[src/rtl/core/fsmt_ram.sv]
module fsmt_ram #(
	parameter int WIDTH = 8,
	parameter int DEPTH = 16,
	localparam int AW = (DEPTH > 1) ? $clog2(DEPTH) : 1
) (
	input  logic             clk,
	input  logic             we,
	input  logic [AW-1:0]    waddr,
	input  logic [WIDTH-1:0] wdata,
	input  logic             re,
	input  logic [AW-1:0]    raddr,
	output logic [WIDTH-1:0] rdata
);

	logic [WIDTH-1:0] mem [DEPTH];

	// read-first: a read of the address being written returns the old word
	always_ff @(posedge clk) begin
		if (re) begin
			rdata <= mem[raddr];
		end
		if (we) begin
			mem[waddr] <= wdata;
		end
	end

endmodule

[config.mk]
export PLATFORM = sky130hd
export DESIGN_NAME = fsmt_ram
export DESIGN_NICKNAME = d
export VERILOG_FILES = /design/src/rtl/core/fsmt_ram.sv
export SDC_FILE = /design/constraint.sdc
export NUM_CORES = 1
export LEC_CHECK = 0
export BUFFER_PORTS_ARGS = -buffer_cell sky130_fd_sc_hd__buf_2
export CAP_MARGIN = 20
export CORE_MARGIN = 1
export CORE_UTILIZATION = 55
export CTS_BUF_LIST = sky130_fd_sc_hd__clkbuf_4 sky130_fd_sc_hd__clkbuf_8 sky130_fd_sc_hd__clkbuf_16
export CTS_CLUSTER_SIZE = 40
export DETAILED_ROUTE_END_ITERATION = 6
export PLACE_DENSITY = 0.73
export SLEW_MARGIN = 20
export SYNTH_ARGS = -nofsm -noshare
export SYNTH_HDL_FRONTEND = slang
export SYNTH_SLANG_ARGS = --single-unit
[constraint.sdc]
create_clock -name clk -period 2.3 [get_ports clk]
set_input_delay 0.23 -clock clk [delete_from_list [all_inputs] [get_ports clk]]
set_output_delay 0.23 -clock clk [all_outputs]
set_load 0.05 [all_outputs]
# Word-level counts from Yosys, hierarchy flattened
# Memory sizes are Yosys's and may differ from the RTL's. A register that Yosys moved wholly into a read port is not among the register bits.
# Index checks and enable logic that the tools add are counted.
dict set report op_classes {
  n_mux 2
}
# cell count
set ops {}
lappend ops {{1-bit two-way mux} 2}
dict set report totals {
  out_inout_bits 8
  in_bits 19
  mem_count 1
  wordCells 3
  ram_bits 128
  ff_bits 0
}
# name depth word_bits read_ports rd_clocked_by_memory_dff wr line
set mem_list {}
lappend mem_list {mem 16 8 1 1 1 15} ;# logic [WIDTH-1:0] mem [DEPTH];

# Longest topological paths before layout
dict set report depth {
  depth_word 2
  depth_mapped 5
  depth_no_buf 3
}

# Worst setup path after synthesis
# OpenSTA, ideal clock, no wires.
dict set report synth_path {
  kind {in2reg}
  from {in waddr[2]}
  to {mem mem[0][0] (enable)}
  setup_time_ns 0.383
  t_required_ns 1.917
  path_stages 2
  slack_ns 0.577
  arrival_ns 1.340
  n_path_buf 0
  cell_sequence {or3b_2 -> nor3_1}
}
# element line
set synth_lines {}
lappend synth_lines {{start, declared} 8} ;# input logic [AW-1:0] waddr,
lappend synth_lines {{end, declared} 15}
# Straight into the memory's write port.

==> Flow_metrics.wiki <==
{| class="wikitable"
! Metric !! Value
|-
| Outcome || complete, no violations
|-
| Largest net degree at the start of global routing || 33
|-
| Mapped Nets || 248
|-
| Count of fill cells added during filler insertion || 568
|-
| Die area || 0.00990 mm2
|-
| Clock Skew || 0.00679 ns
|-
| Multiplexer area fraction after synthesis || 14.8%
|-
| Insertion delay to the later sink of the worst-skew pair || 0.51 ns
|-
| Maximum fanout along the worst path || 1
|-
| #FFs+latches synth || 136
|-
| Post-synthesis xor/xnor area fraction || 0%
|-
| WL/cell || 23.3 um
|-
| Maximum operating frequency || 661 MHz
|-
| Area fraction in and, or, nand and nor cells after synthesis || 3.14%
|-
| Starting density of the core || 56.6%
|-
| Final hold slack || 0.105 ns
|-
| Number of design-rule violations left by the first detailed-router iteration || 208
|-
| Standard cell core area || 0.00924 mm2
|-
| Final period demand of the worst path || 1.51 ns
|-
| Final layout net count || 305
|-
| Final routed wirelength across all metal layers || 9970 um
|-
| Setup repair after global routing missed its margin || false
|-
| Final hold viol count || 0
|-
| CP arrival || 1.76 ns
|-
| Final setup viols || 0
|-
| List of cells traversed by the critical path || mux4_1 > a22oi_1 > nand2_1
|-
| Count of buffering cells on the critical path with inverters included || 0
|-
| Final Slew Violations || 0
|-
| Critical path start-end classification || flop to flop
|-
| Via count || 2524
|-
| Height of the die || 99.5 um
|-
| CTS hold repair buffers || 0
|-
| Dominant combinational cell family by area after synthesis || multiplexers
|-
| Multi-input gate area || 0.00106 mm2
|-
| Worst path max stage delay || 0.47 ns
|-
| Vias in the first global route || 2487
|-
| Post-CTS Resized || 0
|-
| Total Routing Usage GR || 22.4%
|-
| Hold/Removal Path Class || input pin to flop
|-
| Clk pin slew, worst setup/hold paths || 0.06 ns
|-
| Crit share post-route || 65.8%
|-
| Post-route DRC violation count || 0
|-
| Post-synthesis compound-gate area fraction || 2.30%
|-
| Routability congestion estimate || 0.808
|-
| Yosys warns || 0
|-
| Clock Sinks || 136
|-
| Mean instance size in the synthesized netlist || 22.8 um2
|-
| Clock tree buffer depth || 2
|-
| Number of primary I/O pins || 27
|-
| Total of buffers placed on input and output ports || 26
|-
| # Post-CTS Setup Buffers || 0
|-
| Family with the most delay on the worst path || multiplexers
|-
| Growth of design area from synthesis to finish || 18.9%
|-
| Cells after synthesis || 229
|-
| Worst slew margin relative to its limit || 51.6%
|-
| Number of antenna repair diodes || 0
|-
| Slowest-stage cell, CP || sky130_fd_sc_hd__mux4_1
|-
| Required time of the worst setup path || 2.55 ns
|-
| Fraction of layout cells with a size suffix above 1 || 32.4%
|-
| Sequential cell area || 0.00408 mm2
|-
| Clock tree from TritonCTS || yes
|-
| GRT Residual Overflow || 0
|-
| Final TNS setup || 0 ns
|-
| Count of antenna-violating nets left after detailed routing || 0
|-
| DR vias/cell || 5.90
|-
| Post-synthesis cell type count || 18
|-
| # Max-Cap Violations || 0
|-
| Sequential share of the synthesized area || 78.1%
|-
| Cell chosen for the clock root || sky130_fd_sc_hd__clkbuf_8
|-
| Total iterations of the first detailed-routing run || 5
|-
| Initial antenna violation count || 0
|-
| Num rows || 35
|-
| Inserted Clock Buffers || 17
|-
| Die span in x || 99.5 um
|-
| Leakage || 2.11 nW
|-
| Detail Placement HPWL || 6170 um
|-
| CP Capture Type || flop
|-
| First-pass GRT wire length || 14900 um
|-
| Deepest level of the CTS H-tree || 4
|-
| Least-Margin Pin Slew || 0.724 ns
|-
| Post-Synth Adder-Cell Area || 0%
|-
| Worst setup SP type || flop
|-
| Highest ir drop seen on vdd || 0.533 mV
|-
| Power density over the cells || 926 mW/mm2
|-
| Cell area after synthesis || 0.00523 mm2
|}
registers in the layout, summed over array words and instances (netlist names):
register  flops
mem         128
rdata         8
final timing paths:
path	start	to	slack [ns]	depth (start not counted)
max	mem[11][5]	rdata[5]	0.79	3
min	wdata[0]	mem[7][0]	0.11	1
min reg2reg	mem[14][4]	rdata[4]	0.74	3
max reg2reg	mem[11][5]	rdata[5]	0.79	3
synthesized netlist by cell type:
| cell type | number | area (um2) |
|---|---|---|
| sky130_fd_sc_hd__nand3_1 | 1 | 5.00 |
| sky130_fd_sc_hd__nand3b_1 | 2 | 15.0 |
| sky130_fd_sc_hd__buf_2 | 3 | 15.0 |
| sky130_fd_sc_hd__nor2_1 | 13 | 48.8 |
| sky130_fd_sc_hd__buf_4 | 1 | 7.51 |
| sky130_fd_sc_hd__and2_1 | 1 | 6.26 |
| sky130_fd_sc_hd__buf_6 | 3 | 33.8 |
| sky130_fd_sc_hd__clkdlybuf4s25_2 | 3 | 30.0 |
| sky130_fd_sc_hd__mux4_1 | 14 | 368 |
| sky130_fd_sc_hd__or3b_2 | 1 | 8.76 |
| sky130_fd_sc_hd__nand2b_1 | 2 | 12.5 |
| sky130_fd_sc_hd__edfxtp_1 | 136 | 4080 |
| sky130_fd_sc_hd__and2b_1 | 1 | 7.51 |
| sky130_fd_sc_hd__mux4_2 | 18 | 405 |
| sky130_fd_sc_hd__nor3_1 | 4 | 20.0 |
| sky130_fd_sc_hd__nand2_1 | 9 | 33.8 |
| sky130_fd_sc_hd__nor2b_1 | 1 | 6.26 |
| sky130_fd_sc_hd__a22oi_1 | 16 | 120 |
worst reg2reg max path, stage by stage, from the launching register on:
cell                       delay (ns)
sky130_fd_sc_hd__edfxtp_1        0.36
sky130_fd_sc_hd__mux4_1          0.47
sky130_fd_sc_hd__a22oi_1         0.34
sky130_fd_sc_hd__nand2_1         0.08
layout make-up:
cell class	instances	share of cell area, %
multi-input combinational	83	17.0
clock buffer	17	6.67
timing repair buffer	48	5.16
tap	129	2.60
clock inverter	15	2.84
sequential	136	65.7
report_power, final:
part           switching (mW)  internal, mW
sequential             0.0156          2.79
clock                    1.00          1.65
combinational           0.184         0.109
cells in the final DEF, fill, tap and decap left out:
| cell | n |
|---|---|
| sky130_fd_sc_hd__clkinv_1 | 2 |
| sky130_fd_sc_hd__nor3_1 | 4 |
| sky130_fd_sc_hd__nand3b_1 | 2 |
| sky130_fd_sc_hd__clkinvlp_4 | 4 |
| sky130_fd_sc_hd__clkbuf_8 | 1 |
| sky130_fd_sc_hd__buf_12 | 2 |
| sky130_fd_sc_hd__inv_6 | 3 |
| sky130_fd_sc_hd__edfxtp_1 | 136 |
| sky130_fd_sc_hd__bufinv_16 | 3 |
| sky130_fd_sc_hd__mux4_1 | 14 |
| sky130_fd_sc_hd__clkinv_2 | 1 |
| sky130_fd_sc_hd__a22oi_1 | 16 |
| sky130_fd_sc_hd__clkbuf_16 | 16 |
| sky130_fd_sc_hd__buf_2 | 26 |
| sky130_fd_sc_hd__buf_4 | 20 |
| sky130_fd_sc_hd__nand2b_1 | 2 |
| sky130_fd_sc_hd__nand2_1 | 9 |
| sky130_fd_sc_hd__and2b_1 | 1 |
| sky130_fd_sc_hd__or3b_2 | 1 |
| sky130_fd_sc_hd__clkinv_4 | 2 |
| sky130_fd_sc_hd__mux4_2 | 18 |
| sky130_fd_sc_hd__nand3_1 | 1 |
| sky130_fd_sc_hd__and2_1 | 1 |
| sky130_fd_sc_hd__nor2b_1 | 1 |
| sky130_fd_sc_hd__nor2_1 | 13 |
cells by family (layout without fill, tap and decap cells):
| family | count (synthesis) | in the layout |
|---|---|---|
| buf+inv | 10 | 80 |
| mux | 32 | 32 |
| flops | 136 | 136 |
| compound gates | 16 | 16 |
| simple gates | 35 | 35 |
routing by layer:
layer / vias to the layer above / global-route usage [%] / wire [um]
li1: 1100 / - / -
met1: 1296 / 31.4 / 4360
met5: - / 0 / 0
met2: 110 / 32.7 / 4700
met4: 0 / 11.3 / 242
met3: 18 / 6.61 / 660
per-stage QoR:
step	power (mW)	area, um2	worst slack, ns	instances	util [%]
finish	5.76	6210	0.787	428	67.2
global route	5.93	6210	0.734	428	67.2
CTS	5.81	6210	0.778	428	67.2
detailed placement	3.16	5620	0.435	396	60.9
global placement	3.15	5620	0.451	396	60.9
floorplan	3.04	5230	0.577	229	-
Power figures use the tool's default switching activity.
